==> src/rtl/ddc_tp_pkg.sv <==
// types, constants and band lookup for the tuning planner
// no dependencies
package ddc_tp_pkg;

	localparam logic [27:0] FREQ_MAX          = 28'd150000000;
	localparam logic [27:0] SAMPLE_RATE_RESET = 28'd122880000;
	localparam logic [30:0] PHASE_MUL         = 31'd1172812403;
	localparam logic [24:0] PHASE_ROUND       = 25'd16777216;
	localparam int          PHASE_SHIFT       = 25;
	localparam int          PROD_W            = 28 + 31;

	localparam logic [1:0] ZONE_1 = 2'd1;
	localparam logic [1:0] ZONE_2 = 2'd2;
	localparam logic [1:0] ZONE_3 = 2'd3;

	localparam logic [1:0] FLT_LPF = 2'd0;
	localparam logic [1:0] FLT_4M  = 2'd1;
	localparam logic [1:0] FLT_2M  = 2'd3;

	localparam logic [15:0] CTRL_RESET    = 16'h8069;
	localparam logic [15:0] CTRL_FLT_MASK = 16'h0180;
	localparam logic [15:0] CTRL_IQ_SWAP  = 16'h0004;
	localparam logic [15:0] CTRL_DAC_ATT  = 16'h0800;
	localparam int          CTRL_FLT_LSB  = 7;

	localparam logic [7:0] AMP_HF_BIT  = 8'h04;
	localparam logic [7:0] BOARD_RESET = 8'hFF;

	localparam logic CFG_SAMPLE_RATE = 1'b0;
	localparam logic CFG_IF_OFFSET   = 1'b1;

	localparam int NUM_BANDS = 7;

	localparam logic signed [29:0] BAND_LO [NUM_BANDS] = '{
		30'sd1810000, 30'sd3500000, 30'sd5100000, 30'sd10100000,
		30'sd18000000, 30'sd24890000, 30'sd50000000
	};
	localparam logic signed [29:0] BAND_HI [NUM_BANDS] = '{
		30'sd2000000, 30'sd3800000, 30'sd7200000, 30'sd14350000,
		30'sd21450000, 30'sd29700000, 30'sd52000000
	};
	localparam logic [2:0] BAND_CODE [NUM_BANDS] = '{
		3'd2, 3'd6, 3'd3, 3'd5, 3'd7, 3'd4, 3'd1
	};

	typedef struct packed {
		logic [27:0] freq;
		logic [1:0]  zone;
		logic [15:0] ctrl;
		logic        ctrl_chg;
		logic [7:0]  bbyte;
		logic        board_chg;
	} plan_t;

	function automatic logic [2:0] band_code(input logic signed [29:0] dial);
		logic [2:0] code;
		code = 3'd0;
		for (int i = NUM_BANDS - 1; i >= 0; i--) begin
			if (dial >= BAND_LO[i] && dial < BAND_HI[i]) begin
				code = BAND_CODE[i];
			end
		end
		return code;
	endfunction

endpackage

==> src/rtl/ddc_tp_fold.sv <==
// zone folding, band choice and control/board change tracking
// depends on ddc_tp_pkg
module ddc_tp_fold (
	input  logic                clk,
	input  logic                arst_n,
	input  logic                en,
	input  logic                take,
	input  logic [27:0]         freq,
	input  logic [27:0]         sample_rate,
	input  logic signed [17:0]  if_offset,
	output ddc_tp_pkg::plan_t   plan_s2
);

	logic [27:0]        f_cl;
	logic [27:0]        half;
	logic [27:0]        fold;
	logic [1:0]         zone;
	logic [1:0]         filter;
	logic [2:0]         band;
	logic signed [29:0] dial;
	logic [7:0]         bbyte;
	logic [15:0]        ctrl_nxt;
	logic               ctrl_chg;
	logic               board_chg;
	logic [15:0]        ctrl_q;
	logic [1:0]         last_filter_q;
	logic [7:0]         last_bbyte_q;

	assign f_cl = (freq > ddc_tp_pkg::FREQ_MAX) ? ddc_tp_pkg::FREQ_MAX : freq;
	assign half = sample_rate >> 1;
	// dial only matters in zone 1, where the folded frequency is the clamped one
	assign dial = $signed({2'b00, f_cl}) - $signed({{12{if_offset[17]}}, if_offset});

	always_comb begin
		band = 3'd0;
		if (f_cl >= sample_rate) begin
			fold   = f_cl - sample_rate;
			zone   = ddc_tp_pkg::ZONE_3;
			filter = ddc_tp_pkg::FLT_2M;
		end else if (f_cl >= half) begin
			fold   = half - (f_cl - half);
			zone   = ddc_tp_pkg::ZONE_2;
			filter = ddc_tp_pkg::FLT_4M;
		end else begin
			fold   = f_cl;
			zone   = ddc_tp_pkg::ZONE_1;
			filter = ddc_tp_pkg::FLT_LPF;
			band   = ddc_tp_pkg::band_code(dial);
		end
	end

	assign bbyte = {1'b0, band, 4'b0000} | ddc_tp_pkg::AMP_HF_BIT;

	always_comb begin
		ctrl_nxt = ctrl_q;
		ctrl_chg = (filter != last_filter_q);
		if (ctrl_chg) begin
			ctrl_nxt = ctrl_q & ~ddc_tp_pkg::CTRL_FLT_MASK;
			if (zone == ddc_tp_pkg::ZONE_2) begin
				ctrl_nxt = ctrl_nxt | ddc_tp_pkg::CTRL_IQ_SWAP;
			end else begin
				ctrl_nxt = ctrl_nxt & ~ddc_tp_pkg::CTRL_IQ_SWAP;
			end
			if (zone == ddc_tp_pkg::ZONE_3) begin
				ctrl_nxt = ctrl_nxt & ~ddc_tp_pkg::CTRL_DAC_ATT;
			end else begin
				ctrl_nxt = ctrl_nxt | ddc_tp_pkg::CTRL_DAC_ATT;
			end
			ctrl_nxt = ctrl_nxt | ({14'd0, filter} << ddc_tp_pkg::CTRL_FLT_LSB);
		end
	end

	assign board_chg = (bbyte != last_bbyte_q);

	always_ff @(posedge clk or negedge arst_n) begin
		if (!arst_n) begin
			ctrl_q        <= ddc_tp_pkg::CTRL_RESET;
			last_filter_q <= ddc_tp_pkg::FLT_LPF;
			last_bbyte_q  <= ddc_tp_pkg::BOARD_RESET;
		end else if (take) begin
			ctrl_q        <= ctrl_nxt;
			last_filter_q <= filter;
			last_bbyte_q  <= bbyte;
		end
	end

	always_ff @(posedge clk) begin
		if (en) begin
			plan_s2.freq      <= fold;
			plan_s2.zone      <= zone;
			plan_s2.ctrl      <= ctrl_nxt;
			plan_s2.ctrl_chg  <= ctrl_chg;
			plan_s2.bbyte     <= bbyte;
			plan_s2.board_chg <= board_chg;
		end
	end

endmodule

==> src/rtl/ddc_tp_phase.sv <==
// phase increment multiply with rounding, result register
// depends on ddc_tp_pkg
module ddc_tp_phase (
	input  logic              clk,
	input  logic              en,
	input  ddc_tp_pkg::plan_t plan_s2,
	output logic [31:0]       phase_step,
	output logic [1:0]        zone,
	output logic [15:0]       ctrl_word,
	output logic              ctrl_changed,
	output logic [7:0]        board_byte,
	output logic              board_changed
);

	localparam int PW = ddc_tp_pkg::PROD_W;

	logic [PW-1:0] prod;
	logic [PW-1:0] rounded;

	assign prod    = PW'(plan_s2.freq) * PW'(ddc_tp_pkg::PHASE_MUL);
	assign rounded = prod + PW'(ddc_tp_pkg::PHASE_ROUND);

	always_ff @(posedge clk) begin
		if (en) begin
			phase_step    <= rounded[ddc_tp_pkg::PHASE_SHIFT+31:ddc_tp_pkg::PHASE_SHIFT];
			zone          <= plan_s2.zone;
			ctrl_word     <= plan_s2.ctrl;
			ctrl_changed  <= plan_s2.ctrl_chg;
			board_byte    <= plan_s2.bbyte;
			board_changed <= plan_s2.board_chg;
		end
	end

endmodule

==> src/rtl/ddc_tuning_planner.sv <==
// top level of the tuning planner: config registers, pipeline control
// depends on ddc_tp_pkg, ddc_tp_fold, ddc_tp_phase
//
// Three-stage pipeline taking one tuning request per clock unless stalled
// and giving one result per request, in order. Stage one registers the
// request, stage two folds it into the first Nyquist zone, picks the band
// and updates the control and board tracking state, stage three forms the
// phase increment with one 28x31 multiply. Sustained rate is one
// transaction per cycle while out_stall is low; in_stall follows out_stall
// through the pipeline when all stages are full. The user must write
// sample_rate and if_offset on the cfg port only while idle (unenforced).
module ddc_tuning_planner (
	input  logic               clk,
	input  logic               arst_n,
	input  logic               cfg_we,
	input  logic               cfg_index,
	input  logic [27:0]        cfg_data,
	input  logic               in_valid,
	output logic               in_stall,
	input  logic [27:0]        tune_freq,
	output logic               out_valid,
	input  logic               out_stall,
	output logic [31:0]        phase_step,
	output logic [1:0]         zone,
	output logic [15:0]        ctrl_word,
	output logic               ctrl_changed,
	output logic [7:0]         board_byte,
	output logic               board_changed
);

	logic [27:0]        sample_rate_q;
	logic signed [17:0] if_offset_q;
	logic [27:0]        tune_freq_s1;
	logic               valid_s1;
	logic               valid_s2;
	logic               valid_s3;
	logic               adv1;
	logic               adv2;
	logic               adv3;
	ddc_tp_pkg::plan_t  plan_s2;

	assign adv3     = !valid_s3 || !out_stall;
	assign adv2     = !valid_s2 || adv3;
	assign adv1     = !valid_s1 || adv2;
	assign in_stall = !adv1;
	assign out_valid = valid_s3;

	always_ff @(posedge clk or negedge arst_n) begin
		if (!arst_n) begin
			sample_rate_q <= ddc_tp_pkg::SAMPLE_RATE_RESET;
			if_offset_q   <= '0;
		end else if (cfg_we) begin
			case (cfg_index)
				ddc_tp_pkg::CFG_SAMPLE_RATE: sample_rate_q <= cfg_data;
				ddc_tp_pkg::CFG_IF_OFFSET:   if_offset_q   <= $signed(cfg_data[17:0]);
				default:                     sample_rate_q <= sample_rate_q;
			endcase
		end
	end

	always_ff @(posedge clk or negedge arst_n) begin
		if (!arst_n) begin
			valid_s1 <= 1'b0;
			valid_s2 <= 1'b0;
			valid_s3 <= 1'b0;
		end else begin
			if (adv1) begin
				valid_s1 <= in_valid;
			end
			if (adv2) begin
				valid_s2 <= valid_s1;
			end
			if (adv3) begin
				valid_s3 <= valid_s2;
			end
		end
	end

	always_ff @(posedge clk) begin
		if (adv1) begin
			tune_freq_s1 <= tune_freq;
		end
	end

	ddc_tp_fold u_fold (
		.clk         (clk),
		.arst_n      (arst_n),
		.en          (adv2),
		.take        (valid_s1 && adv2),
		.freq        (tune_freq_s1),
		.sample_rate (sample_rate_q),
		.if_offset   (if_offset_q),
		.plan_s2     (plan_s2)
	);

	ddc_tp_phase u_phase (
		.clk           (clk),
		.en            (adv3),
		.plan_s2       (plan_s2),
		.phase_step    (phase_step),
		.zone          (zone),
		.ctrl_word     (ctrl_word),
		.ctrl_changed  (ctrl_changed),
		.board_byte    (board_byte),
		.board_changed (board_changed)
	);

endmodule

==> config.mk <==
export PLATFORM = sky130hd
export DESIGN_NAME = ddc_tuning_planner
export DESIGN_NICKNAME = d
export VERILOG_FILES = /design/src/rtl/ddc_tp_pkg.sv /design/src/rtl/ddc_tp_fold.sv /design/src/rtl/ddc_tp_phase.sv /design/src/rtl/ddc_tuning_planner.sv
export SDC_FILE = /design/constraint.sdc
export NUM_CORES = 1
export LEC_CHECK = 0
export BUFFER_PORTS_ARGS = -buffer_cell sky130_fd_sc_hd__buf_2
export CORE_ASPECT_RATIO = 0.9
export CORE_MARGIN = 2
export CORE_UTILIZATION = 35
export DETAILED_ROUTE_END_ITERATION = 7
export PLACE_DENSITY_LB_ADDON = 0.25
export SLEW_MARGIN = 15
export SYNTH_ARGS = -nofsm -noshare
export SYNTH_HDL_FRONTEND = slang
export SYNTH_HIERARCHICAL = 1
export SYNTH_SLANG_ARGS = --single-unit
==> constraint.sdc <==
create_clock -name clk -period 16.05 [get_ports clk]
set_clock_uncertainty 0.15 [all_clocks]
set_input_delay 2.4075 -clock clk [delete_from_list [all_inputs] [get_ports clk]]
set_output_delay 2.4075 -clock clk [all_outputs]
set_load 0.05 [all_outputs]
==> results of run 1 <==
registers in the layout, indices dropped and copies added, names as in the netlist, 2 cells and up:
register	cells
u_fold/last_filter_q	2
u_fold/last_bbyte_q	4
tune_freq_s1	28
sample_rate_q	28
if_offset_q	18
u_fold/plan_s2	39
u_phase/board_byte	8
u_fold/ctrl_q	4
u_phase/ctrl_word	16
u_phase/phase_step	32
u_phase/zone	2
per-stage QoR:
step / util, % / worst slack, ns / hold WS (ns) / area (sq um)
after detailed placement: 37.6 / 8.00 / 0.257 / 30600
after global routing: 38.3 / 7.64 / 0.282 / 31200
after CTS: 38.3 / 7.95 / 0.275 / 31200
after floorplan: - / 8.98 / 0.250 / 28900
final: 38.3 / 8.03 / 0.274 / 31200
after global placement: 37.6 / 8.13 / 0.256 / 30600
worst paths after layout:
path | startpoint | end | slack, ns | depth (start not counted)
worst min-delay path | u_fold/plan_s2[21]$_DFFE_PP_ | u_phase/ctrl_word[11]$_DFFE_PP_ | 0.27 | 0
worst min register to register | u_fold/plan_s2[21]$_DFFE_PP_ | u_phase/ctrl_word[11]$_DFFE_PP_ | 0.27 | 0
worst max register to register | u_fold/plan_s2[41]$_DFFE_PP_ | u_phase/phase_step[31]$_DFFE_PP_ | 8.03 | 22
max in group asynchronous | arst_n | out_valid$_DFFE_PN0P_ | 13.22 | 2
min in group asynchronous | arst_n | if_offset_q[6]$_DFFE_PN0P_ | 1.95 | 2
worst max-delay path | u_fold/plan_s2[41]$_DFFE_PP_ | u_phase/phase_step[31]$_DFFE_PP_ | 8.03 | 22
worst max-delay path: stages, from the launching register on:
cell and delay, ns:
edfxtp_1 0.73, inv_1 0.20, fa_1 0.64, inv_1 0.13, fa_1 0.51, fa_1 0.51, inv_1 0.05, fa_1 0.48
inv_1 0.06, fa_1 0.54, fa_1 0.54, fa_1 0.51, ha_1 0.32, ha_1 0.35, nand2_1 0.13, nor3_1 0.24
o311ai_1 0.15, a31oi_2 0.23, o21ai_2 0.16, o31ai_4 0.39, a41oi_4 0.21, o41ai_2 0.39, xnor2_1 0.13
routing by layer:
metal	vias up	global-route usage (%)	share of wire (%)
met5	-	0	0
met4	0	3.85	1.5
met3	69	3.72	5.9
met2	636	32.5	46
met1	10649	28.6	46
li1	10240	-	-
Yosys cell counts, types with 23 or more instances:
cell / count
inv_1: 629
ha_1: 443
fa_1: 354
a21oi_1: 163
nand2_1: 142
edfxtp_1: 127
o21ai_0: 125
nor2_1: 108
a21o_1: 80
clkbuf_1: 64
nand3_1: 55
mux2_2: 50
dfrtp_1: 48
xnor2_1: 36
nor3_1: 35
nand4_1: 29
xor2_1: 25
nand2b_1: 24
and3_1: 23
layout make-up:
class                   instances  area (sq um)  share of cell area, %
multi-input cells            2088         20900                   66.9
flip-flops and latches        186          5300                   17.0
inverters                     629          2360                   7.58
well taps                    1060          1330                   4.26
repair buffers                136           713                   2.29
clock buffers                  21           503                   1.61
clock inverters                11           101                  0.325
diodes                          1          2.50                0.00803
cell families (layout without fill, tap and decap cells):
logic type               after synthesis  in the layout  synth area share (%)
flip-flops                           186            186                  18.4
AO/OA/AOI/OAI                        642            642                  15.1
other                                  2             18                0.0260
AND/OR/NAND/NOR                      515            515                  8.97
XOR/XNOR                              63             63                  2.00
multiplexers                          52             52                  2.04
buffers and inverters                719            797                  9.70
adder cells (fa/ha/maj)              799            799                  43.8
==> results.py, run 1 <==
metrics = {
    "synthesis": {
        "synth_seq_cells": 186,
        "syn-cell-area_sq_mm": 0.0289,
        "avgSynthCellArea_sq_um": 9.70,
        "synth_top_flop_cell": "edfxtp_1",
        "ys_seq_area_share_pct": 18.4,
        "synth_cell_types": 102,
        "synthCells": 2978,
        "synth_top_area_share_pct": 24.5,
        "synth_edf_count": 127,
        "yosys.area.top_type": "fa_1",
        "yosysWarnings": 6,
        "synth_area_leaders": "fa_1, ha_1, edfxtp_1, inv_1, dfrtp_1",
        "synthArstFlopShare_pct": 31.7,
    },
    "clock_tree": {
        "path_clk_slew_ns": 0.10,
        "clk_path_buf_depth": 2,
        "cts.sink_count": 186,
        "h-tree-depth": 4,
        "cts_tree": "yes",
        "worst_skew_pair.late_latency_ns": 0.50,
        "numCtsBuffers": 17,
        "cts_setup_buffers": 0,
        "ctsRootBufferMaster": "clkbuf_16",
        "cts_hold_buf": 0,
        "ctsResizeCount": 0,
    },
    "die": {
        "initial_core_util_pct": 35.5,
        "die_area_sq_mm": 0.0849,
        "boundaryPins": 124,
        "die-width_um": 307,
        "rows": 99,
        "die_h_um": 277,
        "core-area_sq_mm": 0.0814,
    },
    "grt": {
        "grt_antenna_before_repair": 0,
        "grt_pass1_vias": 21722,
        "grt_max_degree": 60,
        "grt_pass1_wl_mm": 131,
        "grt-ovfl-total": 0,
        "grt_usage_pct": 20.3,
    },
    "detailed_routing": {
        "drc": 0,
        "wl_per_cell_um": 20.6,
        "dr_total_vias": 21594,
        "wl_mm": 85.3,
        "ant_nets": 0,
        "first_pass_iters": 8,
        "drt_iter0_drc": 1485,
        "avgViaCountPerCell": 5.23,
    },
    "setup_path": {
        "critPathCaptureType": "register",
        "crit_arrival_ns": 8.09,
        "critPathMaxFanout": 8,
        "crit_type": "register to register",
        "required_ns": 16.12,
        "worstSetupStartpointType": "register",
    },
    "place": {
        "hpwl_mm": 73.2,
        "globalplace.congestion": 0.954,
        "placed_cells": 4099,
        "place.port_buffers": 123,
    },
    "finish": {
        "area_growth_pct": 7.89,
        "fill_cells": 8115,
        "post_route_cells_drive_above_1_share_pct": 9.44,
        "num-nets-final": 3917,
        "fin_cells": 4132,
        "final_common_cell": "inv_1",
        "most-common-layout-cells": "inv_1, ha_1, fa_1",
    },
    "timing": {
        "maxSlewViolCount": 0,
        "report.final.setup_viol": 0,
        "tns_ns": 0,
        "worst_pin_slew_ns": 1.03,
        "fmax_ghz": 0.125,
        "post-route-min-period_ns": 8.02,
        "hold_violations": 0,
        "fin_crit_sh_pct": 50.0,
        "rsz0062_at_grt": "no",
        "max-slew-margin-rel_pct": 31.4,
    },
    "job": {
        "maxCapViolations": 0,
    },
    "status": {
        "status": "finished clean",
    },
    "hold_path": {
        "hold_class": "register to register",
    },
}
Power of run 1 is not shown: default switching activity piles up to over one toggle a cycle in this logic, so the estimate is an artifact.
==> run 2: changes to the inputs <==
==> constraint.sdc (replaced) <==
create_clock -name clk -period 8.4 [get_ports clk]
set_clock_uncertainty 0.15 [all_clocks]
set_input_delay 1.26 -clock clk [delete_from_list [all_inputs] [get_ports clk]]
set_output_delay 1.26 -clock clk [all_outputs]
set_load 0.05 [all_outputs]
==> run 2 against run 1 <==
Register-to-register slack got worse by 7.4 ns. Flip-flop and latch count did not move. Worst hold slack got worse by 0.019 ns. Critical endpoint unchanged. Highest routed layer unchanged.
==> results.py, run 2 (synthesis results as in run 1) <==
metrics = {
    "setup_path": {
        "crit_type": "register to register",
        "worstSetupStartpointType": "register",
        "critPathMaxFanout": 9,
        "critPathCaptureType": "register",
        "crit_arrival_ns": 7.84,
        "crit_start": "u_fold/plan_s2[53]$_DFFE_PP_",
        "timing.rr.start": "u_fold/plan_s2[53]$_DFFE_PP_",
        "rr_endpoint": "u_phase/phase_step[31]$_DFFE_PP_",
        "reg2reg_depth": 22,
        "rrSetupSlack_ns": 0.64,
        "required_ns": 8.49,
    },
    "place": {
        "globalplace.congestion": 0.942,
        "preCtsSetupSlack_ns": 0.623,
        "placed_cells": 4118,
        "place.port_buffers": 123,
        "hpwl_mm": 73.6,
    },
    "clock_tree": {
        "cts_setup_buffers": 0,
        "ctsResizeCount": 0,
        "cts.sink_count": 186,
        "h-tree-depth": 4,
        "clk_path_buf_depth": 2,
        "ctsRootBufferMaster": "clkbuf_16",
        "numCtsBuffers": 17,
        "cts_tree": "yes",
        "path_clk_slew_ns": 0.09,
        "cts_hold_buf": 0,
        "worst_skew_pair.late_latency_ns": 0.49,
    },
    "finish": {
        "top_register": "u_fold/plan_s2",
        "post_route_cells_drive_above_1_share_pct": 9.90,
        "largest_register_ffs": 39,
        "area_growth_pct": 8.18,
        "num-nets-final": 3936,
        "fin_cells": 4151,
        "final_common_cell": "inv_1",
        "most-common-layout-cells": "inv_1, ha_1, fa_1",
        "reg.largest.list": "u_fold/plan_s2 x39, u_phase/phase_step x32",
    },
    "timing": {
        "maxSlewViolCount": 0,
        "report.final.setup_viol": 0,
        "tns_ns": 0,
        "rsz0062_at_grt": "no",
        "post-route-min-period_ns": 7.76,
        "setup_slack_ns": 0.642,
        "hold_violations": 0,
        "max-slew-margin-rel_pct": 37.2,
        "holdWs_ns": 0.255,
        "fmax_ghz": 0.129,
        "fin_crit_sh_pct": 92.4,
        "worst_pin_slew_ns": 0.936,
    },
    "die": {
        "die_area_sq_mm": 0.0849,
        "die_h_um": 277,
        "rows": 99,
        "boundaryPins": 124,
        "die-width_um": 307,
        "core-area_sq_mm": 0.0814,
        "initial_core_util_pct": 35.5,
    },
    "grt": {
        "grt_pass1_vias": 21630,
        "grt_max_degree": 60,
        "grt_antenna_before_repair": 2,
        "grt-ovfl-total": 0,
        "grt_pass1_wl_mm": 131,
        "grt_usage_pct": 20.2,
    },
    "detailed_routing": {
        "drt_iter0_drc": 1366,
        "avgViaCountPerCell": 5.24,
        "wl_mm": 85.7,
        "drc": 0,
        "first_pass_iters": 7,
        "wl_per_cell_um": 20.6,
        "dr_total_vias": 21742,
        "ant_nets": 0,
    },
    "hold_path": {
        "hold_start": "u_fold/plan_s2[12]$_DFFE_PP_",
        "holdPathStages": 0,
        "worstHoldEndpoint": "u_phase/ctrl_word[2]$_DFFE_PP_",
        "hold_class": "register to register",
    },
    "job": {
        "maxCapViolations": 0,
    },
    "status": {
        "status": "finished clean",
    },
}
[run 2: per-stage QoR]
step / utilization (%) / area (sq um)
after CTS: 38.4 / 31200
after global placement: 37.7 / 30700
after detailed placement: 37.7 / 30700
after global routing: 38.4 / 31200
final: 38.4 / 31300
after floorplan: - / 28900
[run 2: worst max-delay path by stage]
stage	to	slack, ns
global placement	u_phase/phase_step[31]$_DFFE_PP_	0.67
floorplan	u_phase/phase_step[31]$_DFFE_PP_	1.33
finish	u_phase/phase_step[31]$_DFFE_PP_	0.64
detailed placement	u_phase/phase_step[31]$_DFFE_PP_	0.62
CTS	u_phase/phase_step[31]$_DFFE_PP_	0.61
global route	u_phase/phase_step[18]$_DFFE_PP_	0.19
[run 2: cell type report]
class                   instances  area [sq um]
clock inverters                12          88.8
well taps                    1060          1330
diodes                          1          2.50
repair buffers                155           856
clock buffers                  20           458
inverters                     629          2360
flip-flops and latches        186          5300
multi-input cells            2088         20900
fillers                      8148         50100
[run 2: critical path: stages, from the launching register on]
cell,delay [ns]
edfxtp_1,0.60
fa_1,0.72
inv_1,0.12
fa_1,0.50
inv_1,0.06
fa_1,0.52
inv_1,0.06
fa_1,0.53
inv_1,0.06
fa_1,0.50
fa_1,0.52
fa_1,0.52
ha_1,0.32
ha_1,0.36
nand2_1,0.12
nor3_1,0.26
o311ai_1,0.15
a31oi_2,0.22
o21ai_2,0.15
o31ai_4,0.36
a41oi_4,0.21
o41ai_2,0.39
xnor2_1,0.09
[run 2: layer usage]
metal	routed length, um	track usage (%)
met4	1510	4.55
met3	5030	3.72
met1	40000	28.5
met5	0	0
met2	39200	32.2
Power of run 2 is left out for the same reason.
